[config.mk]
export PLATFORM = sky130hd
export DESIGN_NAME = css_rule_tokenizer_core_flat
export DESIGN_NICKNAME = d
export VERILOG_FILES = /design/src/rtl/core/css_tok_pkg.sv /design/src/rtl/core/css_tok_ifs.sv /design/src/rtl/core/css_tok_step.sv /design/src/rtl/core/css_tok_evq.sv /design/src/rtl/core/css_rule_tokenizer_core.sv /design/src/flat_wrapper.sv
export SDC_FILE = /design/constraint.sdc
export NUM_CORES = 1
export LEC_CHECK = 0
export BUFFER_PORTS_ARGS = -buffer_cell sky130_fd_sc_hd__buf_4
export CAP_MARGIN = 5
export CELL_PAD_IN_SITES_DETAIL_PLACEMENT = 1
export CELL_PAD_IN_SITES_GLOBAL_PLACEMENT = 1
export CORE_ASPECT_RATIO = 0.8
export CORE_MARGIN = 2
export CORE_UTILIZATION = 51
export CTS_CLUSTER_DIAMETER = 30
export DETAILED_ROUTE_END_ITERATION = 16
export PLACE_DENSITY = 0.82
export SETUP_SLACK_MARGIN = 0.4
export SLEW_MARGIN = 20
export SYNTH_ARGS = -nofsm -noshare
export SYNTH_HDL_FRONTEND = slang
export SYNTH_SLANG_ARGS = --single-unit
[constraint.sdc]
create_clock -name clk_i -period 10 [get_ports clk_i]
set_clock_uncertainty 0.2 [all_clocks]
set_input_delay 0.5 -clock clk_i [delete_from_list [all_inputs] [get_ports clk_i]]
set_output_delay 0.5 -clock clk_i [all_outputs]
set_load 0.01 [all_outputs]
[src/rtl/core/css_tok_pkg.sv]
// ----------------------------------------------------------------------------
// css_tok_pkg
// Shared types and constants of the stylesheet rule tokenizer.
// ----------------------------------------------------------------------------
`default_nettype none

package css_tok_pkg;

  // Byte budget of the downstream selector and declaration buffers.
  localparam int BUFFER_CAPACITY = 1024;
  // Saturation point of the brace depth counters.
  localparam int NEST_LIMIT      = 255;

  localparam int SEL_W   = 12;
  localparam int DECL_W  = 11;
  localparam int DEPTH_W = 8;

  localparam logic [SEL_W-1:0]   SEL_LIMIT_RST = 12'd1024;
  localparam logic [SEL_W-1:0]   SEL_COUNT_MAX = 12'd4095;
  localparam logic [SEL_W-1:0]   SEL_EMIT_MAX  = SEL_W'(BUFFER_CAPACITY - 1);
  localparam int                 DECL_CAP_INT  =
      (BUFFER_CAPACITY - 1 > 2047) ? 2047 : BUFFER_CAPACITY - 1;
  localparam logic [DECL_W-1:0]  DECL_CAP      = DECL_W'(DECL_CAP_INT);
  localparam logic [DEPTH_W-1:0] DEPTH_MAX     = DEPTH_W'(NEST_LIMIT);

  localparam logic [7:0] CH_SLASH  = 8'h2F;
  localparam logic [7:0] CH_STAR   = 8'h2A;
  localparam logic [7:0] CH_AT     = 8'h40;
  localparam logic [7:0] CH_LBRACE = 8'h7B;
  localparam logic [7:0] CH_RBRACE = 8'h7D;
  localparam logic [7:0] CH_SEMI   = 8'h3B;

  typedef enum logic [2:0] {
    EV_SEL_BYTE  = 3'd0,
    EV_RULE_OPEN = 3'd1,
    EV_DECL_BYTE = 3'd2,
    EV_DECL_END  = 3'd3,
    EV_RULE_END  = 3'd4
  } ev_kind_e;

  typedef struct packed {
    ev_kind_e   event_kind;
    logic [7:0] event_byte;
    logic       decl_flush;
    logic       rule_skipped;
    logic       last;
  } ev_t;

  typedef struct packed {
    logic                comment_active;
    logic                slash_pending;
    logic                star_seen;
    logic                at_rule_active;
    logic [DEPTH_W-1:0]  at_rule_depth;
    logic [DEPTH_W-1:0]  body_depth;
    logic                rule_skip;
    logic [SEL_W-1:0]    selector_length;
    logic [DECL_W-1:0]   declaration_length;
  } tok_state_t;

  // Events produced by one request: at most two, packed from slot 0.
  typedef struct packed {
    logic ev0_vld;
    ev_t  ev0;
    logic ev1_vld;
    ev_t  ev1;
  } ev_pair_t;

endpackage

`default_nettype wire

[src/rtl/core/css_tok_ifs.sv]
// ----------------------------------------------------------------------------
// css_tok_ifs
// Valid/ready channels of the tokenizer: byte input and event output.
// ----------------------------------------------------------------------------
`default_nettype none

interface css_tok_in_if;
  logic       valid;
  logic       ready;
  logic [7:0] in_byte;
  logic       end_of_stream;

  modport source (output valid, output in_byte, output end_of_stream, input ready);
  modport sink   (input valid, input in_byte, input end_of_stream, output ready);
endinterface

interface css_tok_ev_if;
  import css_tok_pkg::*;
  logic       valid;
  logic       ready;
  ev_kind_e   event_kind;
  logic [7:0] event_byte;
  logic       decl_flush;
  logic       rule_skipped;
  logic       last;

  modport source (output valid, output event_kind, output event_byte,
                  output decl_flush, output rule_skipped, output last,
                  input ready);
  modport sink   (input valid, input event_kind, input event_byte,
                  input decl_flush, input rule_skipped, input last,
                  output ready);
endinterface

`default_nettype wire

[src/rtl/core/css_tok_step.sv]
// ----------------------------------------------------------------------------
// css_tok_step
// Tokenizer state register and the per-byte update: comment stripping,
// slash hold-back, at-rule skipping and rule body tracking.
// ----------------------------------------------------------------------------
`default_nettype none

module css_tok_step (
  input  wire logic                          clk_i,
  input  wire logic                          rst_ni,
  input  wire logic                          go_i,
  input  wire logic [7:0]                    byte_i,
  input  wire logic                          eos_i,
  input  wire logic [css_tok_pkg::SEL_W-1:0] sel_limit_i,
  output      css_tok_pkg::ev_pair_t         evs_o
);
  import css_tok_pkg::*;

  typedef struct packed {
    tok_state_t st;
    logic       vld;
    ev_t        ev;
  } hres_t;

  function automatic hres_t handle(tok_state_t s, logic [7:0] c,
                                   logic [SEL_W-1:0] lim);
    hres_t             r;
    logic [DEPTH_W-1:0] nd;
    r     = '0;
    r.st  = s;
    if (s.at_rule_active) begin
      if (c == CH_LBRACE) begin
        if (s.at_rule_depth < DEPTH_MAX) r.st.at_rule_depth = s.at_rule_depth + 1'b1;
      end else if (c == CH_RBRACE) begin
        nd = (s.at_rule_depth != '0) ? s.at_rule_depth - 1'b1 : '0;
        r.st.at_rule_depth = nd;
        if (nd == '0) r.st.at_rule_active = 1'b0;
      end else if (c == CH_SEMI && s.at_rule_depth == '0) begin
        r.st.at_rule_active = 1'b0;
      end
    end else if (s.body_depth == '0) begin
      if (s.selector_length == '0 && (c inside {8'h20, 8'h09, 8'h0A, 8'h0D, 8'h0C})) begin
        // drop leading whitespace
      end else if (c == CH_AT && s.selector_length == '0) begin
        r.st.at_rule_active = 1'b1;
        r.st.at_rule_depth  = '0;
      end else if (c == CH_LBRACE) begin
        r.st.body_depth         = DEPTH_W'(1);
        r.st.declaration_length = '0;
        r.st.rule_skip          = (s.selector_length > lim);
        r.vld                   = 1'b1;
        r.ev.event_kind         = EV_RULE_OPEN;
      end else begin
        if (s.selector_length < SEL_EMIT_MAX) begin
          r.vld           = 1'b1;
          r.ev.event_kind = EV_SEL_BYTE;
          r.ev.event_byte = c;
        end
        if (s.selector_length < SEL_COUNT_MAX)
          r.st.selector_length = s.selector_length + 1'b1;
      end
    end else begin
      if (c == CH_LBRACE) begin
        if (s.body_depth < DEPTH_MAX) r.st.body_depth = s.body_depth + 1'b1;
      end else if (c == CH_RBRACE) begin
        r.st.body_depth = s.body_depth - 1'b1;
        if (s.body_depth == DEPTH_W'(1)) begin
          r.vld                   = 1'b1;
          r.ev.event_kind         = EV_RULE_END;
          r.ev.decl_flush         = !s.rule_skip && (s.declaration_length != '0);
          r.ev.rule_skipped       = s.rule_skip;
          r.st.selector_length    = '0;
          r.st.declaration_length = '0;
          r.st.rule_skip          = 1'b0;
        end
      end else if (s.body_depth > DEPTH_W'(1) || s.rule_skip) begin
        // nested block or skipped rule: ignore
      end else if (c == CH_SEMI) begin
        if (s.declaration_length != '0) begin
          r.vld                   = 1'b1;
          r.ev.event_kind         = EV_DECL_END;
          r.st.declaration_length = '0;
        end
      end else if (s.declaration_length < DECL_CAP) begin
        r.vld                   = 1'b1;
        r.ev.event_kind         = EV_DECL_BYTE;
        r.ev.event_byte         = c;
        r.st.declaration_length = s.declaration_length + 1'b1;
      end
    end
    return r;
  endfunction

  tok_state_t state_q, state_d;
  hres_t      h_slash, h_byte;
  tok_state_t s_mid;
  logic       use_slash, use_byte;

  always_comb begin
    s_mid     = state_q;
    use_slash = 1'b0;
    use_byte  = 1'b0;
    h_byte    = '0;
    state_d   = state_q;

    if (!state_q.comment_active && state_q.slash_pending && !(eos_i == 1'b0 && byte_i == CH_STAR))
      use_slash = 1'b1;
    s_mid.slash_pending = 1'b0;
    h_slash = handle(s_mid, CH_SLASH, sel_limit_i);

    if (eos_i) begin
      state_d = '0;
    end else if (state_q.comment_active) begin
      if (state_q.star_seen && byte_i == CH_SLASH) begin
        state_d.comment_active = 1'b0;
        state_d.star_seen      = 1'b0;
      end else begin
        state_d.star_seen = (byte_i == CH_STAR);
      end
    end else if (state_q.slash_pending && byte_i == CH_STAR) begin
      // slash-star opens a comment
      state_d                = s_mid;
      state_d.comment_active = 1'b1;
      state_d.star_seen      = 1'b0;
    end else begin
      state_d = use_slash ? h_slash.st : state_q;
      if (byte_i == CH_SLASH) begin
        state_d.slash_pending = 1'b1;
      end else begin
        h_byte   = handle(state_d, byte_i, sel_limit_i);
        use_byte = 1'b1;
        state_d  = h_byte.st;
      end
    end
  end

  // pack the produced events from slot 0 and mark the final one
  always_comb begin
    logic sv, bv;
    sv    = use_slash && h_slash.vld;
    bv    = use_byte && h_byte.vld;
    evs_o = '0;
    if (sv) begin
      evs_o.ev0_vld  = 1'b1;
      evs_o.ev0      = h_slash.ev;
      evs_o.ev0.last = !bv;
      if (bv) begin
        evs_o.ev1_vld  = 1'b1;
        evs_o.ev1      = h_byte.ev;
        evs_o.ev1.last = 1'b1;
      end
    end else if (bv) begin
      evs_o.ev0_vld  = 1'b1;
      evs_o.ev0      = h_byte.ev;
      evs_o.ev0.last = 1'b1;
    end
  end

  always_ff @(posedge clk_i or negedge rst_ni) begin
    if (!rst_ni) begin
      state_q <= '0;
    end else if (go_i) begin
      state_q <= state_d;
    end
  end

endmodule

`default_nettype wire

[src/rtl/core/css_tok_evq.sv]
// ----------------------------------------------------------------------------
// css_tok_evq
// Four-entry event queue: up to two pushes and one pop per cycle.
// ----------------------------------------------------------------------------
`default_nettype none

module css_tok_evq (
  input  wire logic                  clk_i,
  input  wire logic                  rst_ni,
  input  wire logic                  push_i,
  input  wire css_tok_pkg::ev_pair_t evs_i,
  input  wire logic                  pop_i,
  output      css_tok_pkg::ev_t      head_o,
  output      logic                  nonempty_o,
  output      logic                  room2_o
);
  import css_tok_pkg::*;

  ev_t        mem_q [4];
  logic [1:0] wp_q, rp_q;
  logic [2:0] cnt_q;
  logic [1:0] n_push;
  logic       do_pop;

  assign do_pop     = pop_i && (cnt_q != 3'd0);
  assign n_push     = push_i ? ({1'b0, evs_i.ev0_vld} + {1'b0, evs_i.ev1_vld}) : 2'd0;
  assign head_o     = mem_q[rp_q];
  assign nonempty_o = (cnt_q != 3'd0);
  assign room2_o    = (cnt_q <= 3'd2);

  always_ff @(posedge clk_i) begin
    if (push_i && evs_i.ev0_vld) mem_q[wp_q] <= evs_i.ev0;
    if (push_i && evs_i.ev1_vld) mem_q[wp_q + 2'd1] <= evs_i.ev1;
  end

  always_ff @(posedge clk_i or negedge rst_ni) begin
    if (!rst_ni) begin
      wp_q  <= '0;
      rp_q  <= '0;
      cnt_q <= '0;
    end else begin
      wp_q  <= wp_q + n_push;
      rp_q  <= rp_q + {1'b0, do_pop};
      cnt_q <= cnt_q + {1'b0, n_push} - {2'b00, do_pop};
    end
  end

endmodule

`default_nettype wire

[src/rtl/core/css_rule_tokenizer_core.sv]
// ----------------------------------------------------------------------------
// css_rule_tokenizer_core
// Byte-serial stylesheet tokenizer: strips comments, skips at-rules and
// emits selector, rule and declaration events.
//
//   channel  dir  handshake     payload
//   in_i     in   valid/ready   in_byte, end_of_stream
//   ev_o     out  valid/ready   event_kind, event_byte, decl_flush,
//                               rule_skipped, last
//   cfg      in   cfg_we_i      cfg_data_i -> selector limit
//
// One byte a cycle while the queue has room: a request waits in the input
// register, the tokenizer state updates as it leaves, and its 0 to 2 events
// (two only if a byte releases a held slash) go into a four-entry queue,
// which drains one event a cycle while ev_o is ready. Reset clears all state
// but the input byte and queue entries; the selector limit returns to 1024.
// A stalled output holds the input register once under two entries are free.
// ----------------------------------------------------------------------------
`default_nettype none

module css_rule_tokenizer_core (
  input  wire logic                          clk_i,
  input  wire logic                          rst_ni,
  css_tok_in_if.sink                         in_i,
  css_tok_ev_if.source                       ev_o,
  input  wire logic                          cfg_we_i,
  input  wire logic [css_tok_pkg::SEL_W-1:0] cfg_data_i
);
  import css_tok_pkg::*;

  logic [SEL_W-1:0] sel_limit_q;
  logic             stg_vld_q;
  logic [7:0]       stg_byte_q;
  logic             stg_eos_q;
  logic             stg_go, room2, nonempty;
  ev_pair_t         evs;
  ev_t              head;

  assign stg_go   = stg_vld_q && room2;
  assign in_i.ready = !stg_vld_q || stg_go;

  always_ff @(posedge clk_i or negedge rst_ni) begin
    if (!rst_ni) begin
      sel_limit_q <= SEL_LIMIT_RST;
    end else if (cfg_we_i) begin
      sel_limit_q <= cfg_data_i;
    end
  end

  always_ff @(posedge clk_i or negedge rst_ni) begin
    if (!rst_ni) begin
      stg_vld_q <= 1'b0;
    end else if (in_i.ready) begin
      stg_vld_q <= in_i.valid;
    end
  end

  always_ff @(posedge clk_i) begin
    if (in_i.ready && in_i.valid) begin
      stg_byte_q <= in_i.in_byte;
      stg_eos_q  <= in_i.end_of_stream;
    end
  end

  css_tok_step u_step (
    .clk_i       (clk_i),
    .rst_ni      (rst_ni),
    .go_i        (stg_go),
    .byte_i      (stg_byte_q),
    .eos_i       (stg_eos_q),
    .sel_limit_i (sel_limit_q),
    .evs_o       (evs)
  );

  css_tok_evq u_evq (
    .clk_i      (clk_i),
    .rst_ni     (rst_ni),
    .push_i     (stg_go),
    .evs_i      (evs),
    .pop_i      (ev_o.ready),
    .head_o     (head),
    .nonempty_o (nonempty),
    .room2_o    (room2)
  );

  assign ev_o.valid        = nonempty;
  assign ev_o.event_kind   = head.event_kind;
  assign ev_o.event_byte   = head.event_byte;
  assign ev_o.decl_flush   = head.decl_flush;
  assign ev_o.rule_skipped = head.rule_skipped;
  assign ev_o.last         = head.last;

endmodule

`default_nettype wire

[src/flat_wrapper.sv]
// flat-port wrapper written by rule: the top's interface ports become plain ports
module css_rule_tokenizer_core_flat import css_tok_pkg::*;
  (clk_i, rst_ni, cfg_we_i, cfg_data_i, in_i_valid, in_i_in_byte, in_i_end_of_stream, in_i_ready, ev_o_valid, ev_o_event_kind, ev_o_event_byte, ev_o_decl_flush, ev_o_rule_skipped, ev_o_last, ev_o_ready);
  css_tok_in_if in_i_i ();
  css_tok_ev_if ev_o_i ();
  input  wire logic clk_i;
  input  wire logic rst_ni;
  input  wire logic cfg_we_i;
  input  wire logic [css_tok_pkg::SEL_W-1:0] cfg_data_i;
  input wire logic [$bits(in_i_i.valid)-1:0] in_i_valid;
  input wire logic [$bits(in_i_i.in_byte)-1:0] in_i_in_byte;
  input wire logic [$bits(in_i_i.end_of_stream)-1:0] in_i_end_of_stream;
  output wire logic [$bits(in_i_i.ready)-1:0] in_i_ready;
  output wire logic [$bits(ev_o_i.valid)-1:0] ev_o_valid;
  output wire logic [$bits(ev_o_i.event_kind)-1:0] ev_o_event_kind;
  output wire logic [$bits(ev_o_i.event_byte)-1:0] ev_o_event_byte;
  output wire logic [$bits(ev_o_i.decl_flush)-1:0] ev_o_decl_flush;
  output wire logic [$bits(ev_o_i.rule_skipped)-1:0] ev_o_rule_skipped;
  output wire logic [$bits(ev_o_i.last)-1:0] ev_o_last;
  input wire logic [$bits(ev_o_i.ready)-1:0] ev_o_ready;
  assign in_i_i.valid = in_i_valid;
  assign in_i_i.in_byte = in_i_in_byte;
  assign in_i_i.end_of_stream = in_i_end_of_stream;
  assign in_i_ready = in_i_i.ready;
  assign ev_o_valid = ev_o_i.valid;
  assign ev_o_event_kind = ev_o_i.event_kind;
  assign ev_o_event_byte = ev_o_i.event_byte;
  assign ev_o_decl_flush = ev_o_i.decl_flush;
  assign ev_o_rule_skipped = ev_o_i.rule_skipped;
  assign ev_o_last = ev_o_i.last;
  assign ev_o_i.ready = ev_o_ready;
  css_rule_tokenizer_core u_core (.clk_i(clk_i), .rst_ni(rst_ni), .in_i(in_i_i), .ev_o(ev_o_i), .cfg_we_i(cfg_we_i), .cfg_data_i(cfg_data_i));
endmodule
==> results.toml <==
[clocking]
clock_latency_ns = 0.44
clock_path_buffers = 2
postCtsResizedCells = 0
hold_buffers = 0
cts_setup_buffers = 0
clkTransAtPathRegs_ns = 0.06
cts_tree = "built"
cts_sinks = 129
cts_root_buffer = "clkbuf_16"
cts_max_level = 4
cts_buffers = 17

[logic_synthesis]
synth-seq-area-share_pct = 39.15
syn-instance-count = 1007
yosysMostFrequentCell = "nand2_1"
synth_common_cells = "105 x nand2_1, 86 x nor2_1, 65 x edfxtp_1"
ys_async_sr_fraction_pct = 49.61
synth_top_area_share_pct = 21.50
synth.distinct_cells = 86
synth.avg_cell_area_um2 = 9.016
yosys.area.top_type = "edfxtp_1"
synth_area_leaders = "edfxtp_1 21%, dfrtp_1 17%, ha_1 4.4%"
yosys_warnings = 0
synth_edf_count = 65
synth_area_mm2 = 0.009079
ys.flop_type = "edfxtp_1"
syn_nets = 1066
synth_seq_cells = 129

[detailed_routing]
drc = 0
wl_per_cell_um = 25.22
routed_wl_um = 31630
vias = 8655
first_iter_violations = 1106
viasPerCell = 6.902
firstDrtPassIters = 6
ant_nets = 0

[global_route]
overflow = 0
antenna_found_initial = 0
grt_use_total_pct = 34.28
grt_pass1_vias = 8554
grt_pass1_wl_um = 49880
grt_max_degree = 65

[critical_path]
cp-start-kind = "flop"
crit_path_max_fanout = 13
cp-end-kind = "flop"
cp.required_ns = 10.08
crit_type = "flop to flop"
reg2regPathDepth = 19
cp.arrival_ns = 6.85

[cells_and_area]
fill_cells = 2005
instances_no_fill = 1254
n_antenna_cell = 0
drive_above_1_share_pct = 12.83
final_nets = 1075
areaGrowthSynthToFinish_pct = 11.07
finalInstanceArea_mm2 = 0.01008

[floorplanning]
initial_core_util_pct = 52.24
coreArea_mm2 = 0.01738
die_area_mm2 = 0.01889
num_rows = 43
ios = 42
die_w_um = 153.2
fp.dieH_um = 123.3

[run]
drv_cap = 0

[placed_design]
place_area_mm2 = 0.009483
place_congestion = 0.9480
post-place-cells = 1222
dp_hpwl_um = 22660
io_buffers = 41

[sta]
hold_violations = 6
setup_violations = 0
report.final.slew_viol_count = 0
setup_tns_ns = 0
finalCritPeriodShare_pct = 67.71
max_clock_freq_mhz = 147.7
worst_pin_slew_ns = 1.116
relSlewSlack_pct = 25.26
rsz0062_at_grt = "no"
whs_ns = -0.007378
fin_crit_ns = 6.771

[power]
p_int_uw = 1351
peakVddDrop_v = 0.0001429
comb_power_share_pct = 36.6
p_clk_share_pct = 28.9
p_sw_share_pct = 40.33
p_leak_uw = 0.004127
p_sw_uw = 913.2
power.density_mw_per_mm2 = 224.6
p_seq_share_pct = 34.5

[hold_path]
hp-class = "primary input to asynchronous set/reset pin"

[status]
failed_checks = "hold timing"
status = "complete, but fails checks"
==> cell usage in the layout (no fill, tap or decap), types with 10 or more instances in the layout <==
| cell | netlist | layout |
|---|---|---|
| a21o_1 | 10 | 10 |
| a21oi_1 | 63 | 63 |
| a31oi_1 | 12 | 12 |
| and3_1 | 36 | 36 |
| buf_4 | 1 | 49 |
| clkbuf_16 | 0 | 17 |
| dfrtp_1 | 63 | 63 |
| edfxtp_1 | 65 | 65 |
| ha_1 | 32 | 32 |
| inv_1 | 46 | 46 |
| mux2i_1 | 15 | 15 |
| mux4_2 | 14 | 14 |
| nand2_1 | 105 | 105 |
| nand2b_1 | 14 | 14 |
| nand3_1 | 37 | 37 |
| nand4_1 | 20 | 20 |
| nand4b_1 | 10 | 10 |
| nor2_1 | 86 | 84 |
| nor3_1 | 39 | 39 |
| nor4_1 | 16 | 16 |
| o211ai_1 | 12 | 12 |
| o21ai_0 | 56 | 56 |
| o31ai_1 | 13 | 13 |
| xnor2_1 | 10 | 10 |
| xor2_1 | 20 | 20 |
==> critical path, stage by stage (launching register included) <==
cell       delay [ns]
dfrtp_1          0.48
inv_1            0.12
ha_1             0.26
or3b_2           0.59
nor3_2           0.69
nand3_1          0.45
xor2_1           0.44
ha_1             0.23
o211ai_1         0.10
nor3_1           0.32
a21oi_1          0.21
o2111ai_1        0.21
o211ai_1         0.51
ha_1             0.51
nand2_1          0.12
nor2_1           0.06
nand2_1          0.23
xor2_1           0.49
nand2_1          0.20
nor2_1           0.18
==> final timing paths <==
| check | from | endpoint | slack (ns) |
|---|---|---|---|
| max | u_core.u_step.h_slash[39] | u_core.u_evq.mem_q[2][2] | 3.23 |
| min | rst_ni | u_core.sel_limit_q[0] | -0.007 |
| max reg2reg | u_core.u_step.h_slash[39] | u_core.u_evq.mem_q[2][2] | 3.23 |
| min reg2reg | u_core.u_step.h_slash[56] | u_core.u_step.h_slash[56] | 0.34 |
| max in group asynchronous | rst_ni | u_core.u_step.s_mid[18] | 9.02 |
| min in group clk_i | in_i_in_byte[6] | u_core.stg_byte_q[6] | 0.04 |
==> flip-flops by register name, summed over array words and instances (netlist names) <==
name / cells
u_core.u_evq.wp_q: 2
u_core.stg_eos_q: 1
u_core.u_evq.mem_q: 56
u_core.u_step.s_mid: 23
u_core.stg_byte_q: 8
u_core.u_evq.rp_q: 2
u_core.u_step.h_slash: 20
u_core.stg_vld_q: 1
u_core.u_evq.cnt_q: 3
u_core.sel_limit_q: 12
u_core.u_step.state_q: 1
==> power by group through the flow <==
stage	Clock, µW	Combinational, µW	Sequential [µW]
floorplan	0	582	707
global placement	0	768	779
detailed placement	0	800	787
CTS	658	814	778
global route	677	893	794
finish	655	829	781
==> per-stage QoR <==
step / total power, µW / util (%) / setup WS [ns]
3_3_place_gp: 1547 / 54.55 / 3.677
2_1_floorplan: 1288 / - / 4.985
5_1_grt: 2364 / 58.02 / 2.863
4_1_cts: 2250 / 58.02 / 3.428
6_report: 2264 / 58.02 / 3.229
3_5_place_dp: 1586 / 54.57 / 3.533
==> routing by layer <==
layer / vias up / wire [µm] / track usage (%)
li1: 3808 / - / -
met1: 4265 / 13830 / 48.40
met2: 507 / 13740 / 51.51
met3: 75 / 3302 / 9.043
met4: 0 / 756 / 11.40
met5: - / 0 / 0
==> kinds of logic (layout without fill, tap and decap cells) <==
| group | Yosys count | count (layout) | synth area share (%) |
|---|---|---|---|
| compound gates | 238 | 238 | 17.27 |
| xor+xnor | 30 | 30 | 2.894 |
| flops | 129 | 129 | 39.15 |
| buf+inv | 105 | 127 | 4.658 |
| fa+ha+maj | 33 | 33 | 4.631 |
| simple gates | 437 | 437 | 25.52 |
| mux | 35 | 35 | 5.871 |
==> cell type report <==
cell class / count / area (µm²) / share of cell area [%]
clock buffers: 17 / 425.4 / 4.219
clock inverters: 15 / 175.2 / 1.737
inverters: 46 / 172.7 / 1.712
multi-input cells: 773 / 5106 / 50.64
flip-flops and latches: 129 / 3555 / 35.25
well taps: 225 / 281.5 / 2.792
repair buffers: 49 / 367.9 / 3.648
Power figures use the tool's default switching activity.
